[config.mk]
export PLATFORM = sky130hd
export DESIGN_NAME = pid_weight_controller
export DESIGN_NICKNAME = d
export VERILOG_FILES = /design/src/design/pwc_pkg.sv /design/src/design/pwc_integrator.sv /design/src/design/pwc_product.sv /design/src/design/pwc_weight.sv /design/src/design/pid_weight_controller.sv
export SDC_FILE = /design/constraint.sdc
export NUM_CORES = 2
export LEC_CHECK = 0
export BUFFER_PORTS_ARGS = -buffer_cell sky130_fd_sc_hd__buf_2
export CORE_ASPECT_RATIO = 1.5
export CORE_MARGIN = 1
export CORE_UTILIZATION = 50
export DETAILED_ROUTE_END_ITERATION = 8
export PLACE_DENSITY = 0.66
export SETUP_SLACK_MARGIN = 0.4
export SYNTH_ARGS = -nofsm -noshare
export SYNTH_HDL_FRONTEND = slang
export SYNTH_SLANG_ARGS = --single-unit
export TNS_END_PERCENT = 5
[constraint.sdc]
create_clock -name i_clk -period 8.8 [get_ports i_clk]
set_input_delay 1.32 -clock i_clk [delete_from_list [all_inputs] [get_ports i_clk]]
set_output_delay 1.32 -clock i_clk [all_outputs]
set_load 0.03 [all_outputs]
[src/design/pwc_pkg.sv]
package pwc_pkg;

    localparam int ERROR_BITS_DEF = 16;
    localparam int GAIN_BITS      = 16;
    localparam int LIMIT_BITS     = 11;
    localparam int INTEG_BITS     = 12;
    localparam int WEIGHT_BITS    = 12;
    localparam int CFG_DATA_BITS  = 16;
    localparam int CFG_IDX_BITS   = 2;
    localparam int GAIN_SHIFT     = 12;

    localparam logic [WEIGHT_BITS-1:0] WEIGHT_MIN  = 12'd256;
    localparam logic [WEIGHT_BITS-1:0] WEIGHT_MAX  = 12'd2560;
    localparam logic [WEIGHT_BITS-1:0] WEIGHT_SPAN = WEIGHT_MAX - WEIGHT_MIN;

    localparam logic signed [GAIN_BITS-1:0] GAIN_P_RST    = 16'sd2048;
    localparam logic signed [GAIN_BITS-1:0] GAIN_I_RST    = 16'sd82;
    localparam logic signed [GAIN_BITS-1:0] GAIN_D_RST    = 16'sd205;
    localparam logic        [LIMIT_BITS-1:0] INT_LIMIT_RST = 11'd1280;

    typedef enum logic [CFG_IDX_BITS-1:0] {
        REG_GAIN_P,
        REG_GAIN_I,
        REG_GAIN_D,
        REG_INT_LIMIT
    } t_cfg_reg;

    typedef struct packed {
        logic restart;
        logic integ_clamp;
    } t_ctl;

endpackage

[src/design/pwc_integrator.sv]
module pwc_integrator import pwc_pkg::*; #(
    parameter int ERROR_BITS = ERROR_BITS_DEF
) (
    input  logic                         i_clk,
    input  logic                         i_rst_n,
    input  logic                         i_load,
    input  logic signed [ERROR_BITS-1:0] i_error_sample,
    input  logic                         i_restart,
    input  logic        [LIMIT_BITS-1:0] i_integral_limit,
    output logic signed [ERROR_BITS-1:0] o_error,
    output logic signed [INTEG_BITS-1:0] o_integral,
    output logic signed [ERROR_BITS:0]   o_deriv,
    output t_ctl                         o_ctl
);

    localparam int SW = ((ERROR_BITS > INTEG_BITS) ? ERROR_BITS : INTEG_BITS) + 1;

    logic signed [ERROR_BITS-1:0] r_prev;
    logic signed [INTEG_BITS-1:0] r_integral;
    logic signed [ERROR_BITS-1:0] r_error;
    logic signed [INTEG_BITS-1:0] r_integ_out;
    logic signed [ERROR_BITS:0]   r_deriv;
    t_ctl                         r_ctl;

    logic signed [SW-1:0]         w_sum;
    logic signed [SW-1:0]         w_lim;
    logic signed [SW-1:0]         w_clamped;
    logic                         w_clamp;
    logic signed [INTEG_BITS-1:0] n_integral;
    logic signed [ERROR_BITS:0]   w_deriv;
    t_ctl                         w_ctl;

    always_comb begin
        w_sum = SW'(i_error_sample) + SW'(r_integral);
        w_lim = $signed(SW'(i_integral_limit));
        if (w_sum > w_lim) begin
            w_clamped = w_lim;
            w_clamp   = 1'b1;
        end else if (w_sum < -w_lim) begin
            w_clamped = -w_lim;
            w_clamp   = 1'b1;
        end else begin
            w_clamped = w_sum;
            w_clamp   = 1'b0;
        end
        w_deriv = (ERROR_BITS+1)'(i_error_sample) - (ERROR_BITS+1)'(r_prev);
        if (i_restart) begin
            n_integral      = '0;
            w_ctl.restart     = 1'b1;
            w_ctl.integ_clamp = 1'b0;
        end else begin
            n_integral        = w_clamped[INTEG_BITS-1:0];
            w_ctl.restart     = 1'b0;
            w_ctl.integ_clamp = w_clamp;
        end
    end

    always_ff @(posedge i_clk) begin
        if (!i_rst_n) begin
            r_prev     <= '0;
            r_integral <= '0;
        end else if (i_load) begin
            r_prev     <= i_error_sample;
            r_integral <= n_integral;
        end
    end

    always_ff @(posedge i_clk) begin
        if (i_load) begin
            r_error     <= i_error_sample;
            r_integ_out <= n_integral;
            r_deriv     <= w_deriv;
            r_ctl       <= w_ctl;
        end
    end

    assign o_error    = r_error;
    assign o_integral = r_integ_out;
    assign o_deriv    = r_deriv;
    assign o_ctl      = r_ctl;

endmodule

[src/design/pwc_product.sv]
module pwc_product import pwc_pkg::*; #(
    parameter int ERROR_BITS = ERROR_BITS_DEF
) (
    input  logic                                  i_clk,
    input  logic                                  i_load,
    input  logic signed [ERROR_BITS-1:0]          i_error,
    input  logic signed [INTEG_BITS-1:0]          i_integral,
    input  logic signed [ERROR_BITS:0]            i_deriv,
    input  t_ctl                                  i_ctl,
    input  logic signed [GAIN_BITS-1:0]           i_gain_p,
    input  logic signed [GAIN_BITS-1:0]           i_gain_i,
    input  logic signed [GAIN_BITS-1:0]           i_gain_d,
    output logic signed [GAIN_BITS+ERROR_BITS-1:0] o_prod_p,
    output logic signed [GAIN_BITS+INTEG_BITS-1:0] o_prod_i,
    output logic signed [GAIN_BITS+ERROR_BITS:0]   o_prod_d,
    output t_ctl                                  o_ctl
);

    logic signed [GAIN_BITS+ERROR_BITS-1:0] r_prod_p;
    logic signed [GAIN_BITS+INTEG_BITS-1:0] r_prod_i;
    logic signed [GAIN_BITS+ERROR_BITS:0]   r_prod_d;
    t_ctl                                   r_ctl;

    logic signed [GAIN_BITS+ERROR_BITS-1:0] n_prod_p;
    logic signed [GAIN_BITS+INTEG_BITS-1:0] n_prod_i;
    logic signed [GAIN_BITS+ERROR_BITS:0]   n_prod_d;

    always_comb begin
        n_prod_p = i_gain_p * i_error;
        n_prod_i = i_gain_i * i_integral;
        n_prod_d = i_gain_d * i_deriv;
    end

    always_ff @(posedge i_clk) begin
        if (i_load) begin
            r_prod_p <= n_prod_p;
            r_prod_i <= n_prod_i;
            r_prod_d <= n_prod_d;
            r_ctl    <= i_ctl;
        end
    end

    assign o_prod_p = r_prod_p;
    assign o_prod_i = r_prod_i;
    assign o_prod_d = r_prod_d;
    assign o_ctl    = r_ctl;

endmodule

[src/design/pwc_weight.sv]
module pwc_weight import pwc_pkg::*; #(
    parameter int ERROR_BITS = ERROR_BITS_DEF
) (
    input  logic                                   i_clk,
    input  logic                                   i_load,
    input  logic signed [GAIN_BITS+ERROR_BITS-1:0] i_prod_p,
    input  logic signed [GAIN_BITS+INTEG_BITS-1:0] i_prod_i,
    input  logic signed [GAIN_BITS+ERROR_BITS:0]   i_prod_d,
    input  t_ctl                                   i_ctl,
    output logic        [WEIGHT_BITS-1:0]          o_weight,
    output logic                                   o_integral_clamped,
    output logic                                   o_weight_clamped
);

    localparam int AW = GAIN_BITS + 2
                      + ((ERROR_BITS + 1 > INTEG_BITS) ? ERROR_BITS + 1 : INTEG_BITS);
    localparam int SW = AW - GAIN_SHIFT;

    logic [WEIGHT_BITS-1:0] r_weight;
    logic                   r_iclamp;
    logic                   r_wclamp;

    logic signed [AW-1:0]   w_acc;
    logic signed [SW-1:0]   w_shifted;
    logic [WEIGHT_BITS-1:0] n_weight;
    logic                   n_iclamp;
    logic                   n_wclamp;

    always_comb begin
        w_acc     = AW'(i_prod_p) + AW'(i_prod_i) + AW'(i_prod_d);
        // floor shift from q15.20 to q15.8
        w_shifted = w_acc[AW-1:GAIN_SHIFT];
        if (i_ctl.restart) begin
            n_weight = WEIGHT_MIN;
            n_iclamp = 1'b0;
            n_wclamp = 1'b0;
        end else begin
            n_iclamp = i_ctl.integ_clamp;
            if (w_shifted < 0) begin
                n_weight = WEIGHT_MIN;
                n_wclamp = 1'b1;
            end else if (w_shifted > $signed(SW'(WEIGHT_SPAN))) begin
                n_weight = WEIGHT_MAX;
                n_wclamp = 1'b1;
            end else begin
                n_weight = WEIGHT_MIN + w_shifted[WEIGHT_BITS-1:0];
                n_wclamp = 1'b0;
            end
        end
    end

    always_ff @(posedge i_clk) begin
        if (i_load) begin
            r_weight <= n_weight;
            r_iclamp <= n_iclamp;
            r_wclamp <= n_wclamp;
        end
    end

    assign o_weight           = r_weight;
    assign o_integral_clamped = r_iclamp;
    assign o_weight_clamped   = r_wclamp;

endmodule

[src/design/pid_weight_controller.sv]
// throughput: one transaction per cycle while i_stall is low, limited by the integrator add and clamp
// pipeline: input register, integrator, multipliers, sum with weight clamp and output register
// reset: synchronous active low; clears pipeline valids, previous error and integral,
// and loads the default gains and integral limit
module pid_weight_controller import pwc_pkg::*; #(
    parameter int ERROR_BITS = ERROR_BITS_DEF
) (
    input  logic                         i_clk,
    input  logic                         i_rst_n,
    input  logic                         i_valid,
    output logic                         o_stall,
    input  logic signed [ERROR_BITS-1:0] i_error_sample,
    input  logic                         i_restart,
    output logic                         o_valid,
    input  logic                         i_stall,
    output logic        [WEIGHT_BITS-1:0] o_weight,
    output logic                         o_integral_clamped,
    output logic                         o_weight_clamped,
    input  logic                         i_cfg_wr_en,
    input  logic     [CFG_IDX_BITS-1:0]  i_cfg_index,
    input  logic     [CFG_DATA_BITS-1:0] i_cfg_data
);

    logic signed [GAIN_BITS-1:0]  r_gain_p;
    logic signed [GAIN_BITS-1:0]  r_gain_i;
    logic signed [GAIN_BITS-1:0]  r_gain_d;
    logic        [LIMIT_BITS-1:0] r_int_limit;

    logic                         r_v0;
    logic                         r_v1;
    logic                         r_v2;
    logic                         r_v3;
    logic signed [ERROR_BITS-1:0] r_error;
    logic                         r_restart;

    logic w_rdy0;
    logic w_rdy1;
    logic w_rdy2;
    logic w_rdy3;

    logic signed [ERROR_BITS-1:0]           s1_error;
    logic signed [INTEG_BITS-1:0]           s1_integral;
    logic signed [ERROR_BITS:0]             s1_deriv;
    t_ctl                                   s1_ctl;
    logic signed [GAIN_BITS+ERROR_BITS-1:0] s2_prod_p;
    logic signed [GAIN_BITS+INTEG_BITS-1:0] s2_prod_i;
    logic signed [GAIN_BITS+ERROR_BITS:0]   s2_prod_d;
    t_ctl                                   s2_ctl;

    assign w_rdy3  = !r_v3 || !i_stall;
    assign w_rdy2  = !r_v2 || w_rdy3;
    assign w_rdy1  = !r_v1 || w_rdy2;
    assign w_rdy0  = !r_v0 || w_rdy1;
    assign o_stall = !w_rdy0;
    assign o_valid = r_v3;

    always_ff @(posedge i_clk) begin
        if (!i_rst_n) begin
            r_gain_p    <= GAIN_P_RST;
            r_gain_i    <= GAIN_I_RST;
            r_gain_d    <= GAIN_D_RST;
            r_int_limit <= INT_LIMIT_RST;
        end else if (i_cfg_wr_en) begin
            unique case (t_cfg_reg'(i_cfg_index))
                REG_GAIN_P:    r_gain_p    <= i_cfg_data;
                REG_GAIN_I:    r_gain_i    <= i_cfg_data;
                REG_GAIN_D:    r_gain_d    <= i_cfg_data;
                REG_INT_LIMIT: r_int_limit <= i_cfg_data[LIMIT_BITS-1:0];
                default: ;
            endcase
        end
    end

    always_ff @(posedge i_clk) begin
        if (!i_rst_n) begin
            r_v0 <= 1'b0;
            r_v1 <= 1'b0;
            r_v2 <= 1'b0;
            r_v3 <= 1'b0;
        end else begin
            if (w_rdy0) begin
                r_v0 <= i_valid;
            end
            if (w_rdy1) begin
                r_v1 <= r_v0;
            end
            if (w_rdy2) begin
                r_v2 <= r_v1;
            end
            if (w_rdy3) begin
                r_v3 <= r_v2;
            end
        end
    end

    always_ff @(posedge i_clk) begin
        if (i_valid && w_rdy0) begin
            r_error   <= i_error_sample;
            r_restart <= i_restart;
        end
    end

    pwc_integrator #(
        .ERROR_BITS(ERROR_BITS)
    ) u_integrator (
        .i_clk            (i_clk),
        .i_rst_n          (i_rst_n),
        .i_load           (r_v0 && w_rdy1),
        .i_error_sample   (r_error),
        .i_restart        (r_restart),
        .i_integral_limit (r_int_limit),
        .o_error          (s1_error),
        .o_integral       (s1_integral),
        .o_deriv          (s1_deriv),
        .o_ctl            (s1_ctl)
    );

    pwc_product #(
        .ERROR_BITS(ERROR_BITS)
    ) u_product (
        .i_clk      (i_clk),
        .i_load     (r_v1 && w_rdy2),
        .i_error    (s1_error),
        .i_integral (s1_integral),
        .i_deriv    (s1_deriv),
        .i_ctl      (s1_ctl),
        .i_gain_p   (r_gain_p),
        .i_gain_i   (r_gain_i),
        .i_gain_d   (r_gain_d),
        .o_prod_p   (s2_prod_p),
        .o_prod_i   (s2_prod_i),
        .o_prod_d   (s2_prod_d),
        .o_ctl      (s2_ctl)
    );

    pwc_weight #(
        .ERROR_BITS(ERROR_BITS)
    ) u_weight (
        .i_clk              (i_clk),
        .i_load             (r_v2 && w_rdy3),
        .i_prod_p           (s2_prod_p),
        .i_prod_i           (s2_prod_i),
        .i_prod_d           (s2_prod_d),
        .i_ctl              (s2_ctl),
        .o_weight           (o_weight),
        .o_integral_clamped (o_integral_clamped),
        .o_weight_clamped   (o_weight_clamped)
    );

endmodule

==> results.tsv <==
metric	value	unit
fin_util	53.1	%
drive_above_1_share	3.24	%
vdd_ir_drop_max	0.000270	V
r2r-start	r_gain_d[1]	
hold_violations	0	
grt_pass1_vias	30400	
htreeDepth	1	
crit_slowest_cell	fa_1	
hold_end	u_product.o_ctl[0]	
min_period_over_period	76.9	%
ys_types	73	
start_util	50.4	%
r2r-end	u_product.o_prod_d[32]	
drt_first_pass_iters	9	
drt_iter0_drc	1534	
synth_area_leaders	fa_1 37%, edfxtp_1 13%, ha_1 9.9%	
core_area	79800	sq um
routed_wl	102000	um
grt_max_degree	89	
status	finished with violations	
die-area	81600	sq um
placementRows	127	
grt_use_total	26.4	%
via_count	28400	
worstSkewPairLatency	590	ps
viasPerCell	5.43	
hold_ws	434	ps
slowest_delay	920	ps
cts_made_buffers	30	
pre_cts_slack	2020	ps
period_minus_slack	6770	ps
drv_slew	0	
max_cap_viol_count	0	
cts.sinks	264	
cts_setup_buffers	0	
critical_path.cell_chain	nand2_1, inv_1, fa_1, fa_1, fa_1, fa_1, fa_1, inv_1, fa_1, inv_1, ha_1, a21o_1, a21o_1, a21oi_1, o2111ai_1, nand3_1, a31oi_1, o21a_1, nor2_1, xnor2_1	
worstPathArrival	7100	ps
synth-compound-area-share	7.65	%
min-delay-path-class	flip-flop to flip-flop	
antenna_found_initial	2	
root_buffer	clkbuf_16	
final_nets	5280	
synth_top_family_by_area	adder cells	
r2r_slack	2030	ps
cts-resized-gates	0	
leakagePower	20.0	nW
rr_worst_depth	20	
setup-violations-final	0	
relSlewSlack	21.3	%
place_congestion	0.895	
synthMuxAreaShare	0.174	%
hold_buffers	0	
tritoncts	yes	
path_class	flip-flop to flip-flop	
clk_pin_slew_worst_paths	70	ps
grt-ovfl-total	0	
synthAdderAreaFrac	47.2	%
yosysWarningCount	0	
synth_most_common_cell	inv_1	
synthFlopType	edfxtp_1	
syn_avg_cell_area	9.55	sq um
endpoint_kind	flip-flop	
area_growth_syn_to_layout	5.35	%
ys_ff_latch	264	
syn_area	40200	sq um
yosysSeqAreaShare	17.4	%
place_hpwl	83200	um
synth_edf_count	173	
drc	8	
hold_start	u_integrator.o_ctl[0]	
yosys.area_share.simple	14.9	%
io_pins	56	
clock.fmax	148	MHz
fin_tns_setup	0	ps
netlist_instances	4211	
ant_nets	0	
chipHeight	349	um
hold_depth	0	
postLayoutSetupSlackWorst	2030	ps
async_flop_share	0	%
synthesis.nets	5320	
startpoint_type	flip-flop	
clockBufferDepth	3	
clock_skew	16.2	ps
wire_per_inst	19.5	um
cp_max_fo	18	
p_total	0.0116	W
violations	DRC	
tightest_slew	1180	ps
synthTopCellsByCount	872 x inv_1, 750 x fa_1, 578 x nand2_1	
path_common_cell	fa_1	
yosysTopAreaCell	fa_1	
fillers	7340	
yosysTopAreaCellShare	37.3	%
crit_required	9130	ps
power.density	275	nW/um^2
grt_setup_unrepaired	false	
synth-xor-area-share	3.11	%
grt_pass1_wl	164000	um
die_w	234	um
port_buffers	55	
per-stage QoR:
step                instances  instance area (sq um)
global route             5227                  42400
floorplan                4211                  40200
CTS                      5227                  42400
global placement         5171                  41400
finish                   5228                  42400
detailed placement       5171                  41400
per-layer routing:
layer / up-vias / share of wire, % / global-route usage [%]
met5: - / 0.014 / 0
met4: 2 / 5.2 / 12.1
met3: 232 / 4.1 / 2.40
met2: 705 / 53 / 48.5
met1: 14500 / 38 / 30.7
li1: 12900 / - / -
cell families (layout without fill, tap and decap cells):
logic type,after synthesis,count (layout)
AO/OA/AOI/OAI,461,461
XOR/XNOR,143,143
adder cells (fa/ha/maj),1069,1069
buffers and inverters,1008,992
flip-flops,264,264
multiplexers,7,7
other,0,1
AND/OR/NAND/NOR,1259,1259
worst max-delay path by stage:
stage          slack, ps                      to         from
2_1_floorplan       2490      u_product.o_ctl[0]      i_stall
3_3_place_gp        2140  u_product.o_prod_d[32]  r_gain_d[1]
3_5_place_dp        2020  u_product.o_prod_d[32]  r_gain_d[1]
4_1_cts             2000  u_product.o_prod_d[32]  r_gain_d[1]
5_1_grt             1600  u_product.o_prod_d[31]  r_gain_d[1]
6_report            2030  u_product.o_prod_d[32]  r_gain_d[1]
report_power, final:
part	leakage, nW	internal [W]	switching, W
combinational	17.1	0.00346	0.00479
sequential	2.37	0.00182	0.000258
clock	0.501	0.000749	0.000556
worst max-delay path: cells and delay by family (launching register included):
kind                       cells  cell delay (ps)
AOI/OAI and AO/OA              6             1070
xor gates and xnor gates       1               80
adders and majority gates      7             3840
buffers and inverters          3              260
DFF                            1              810
and+or+nand+nor                3              460
layout make-up:
| type | instances | area (sq um) | area share (%) |
|---|---|---|---|
| diodes | 1 | 2.50 | 0.00590 |
| clock buffers | 42 | 901 | 2.13 |
| clock inverters | 14 | 124 | 0.292 |
| inverters | 873 | 3280 | 7.73 |
| multi-input cells | 2939 | 29400 | 69.5 |
| flip-flops and latches | 264 | 7020 | 16.6 |
| well taps | 1032 | 1290 | 3.05 |
| repair buffers | 63 | 335 | 0.791 |
registers in the layout (all words and copies together), names as in the netlist, 2 cells and up:
name / count
r_error: 16
r_gain_d: 16
r_gain_i: 16
r_gain_p: 16
r_int_limit: 11
u_integrator.o_ctl: 2
u_integrator.o_deriv: 17
u_integrator.o_error: 16
u_integrator.o_integral: 12
u_integrator.r_integral: 12
u_integrator.r_prev: 16
u_product.o_ctl: 2
u_product.o_prod_d: 33
u_product.o_prod_i: 28
u_product.o_prod_p: 32
u_weight.o_weight: 12
placed cells by master (no fill, tap or decap), types with 43 or more instances in the layout:
master and instances:
inv_1 872, fa_1 750, nand2_1 578, and2_1 328, ha_1 319, edfxtp_1 173
nor2_1 147, a21oi_1 127, xnor2_1 111, dfxtp_1 91, a21boi_0 68, buf_2 55
o21ai_0 54, a21o_1 52, nand3_1 43
No activity file was read; power rests on OpenSTA's default activity.
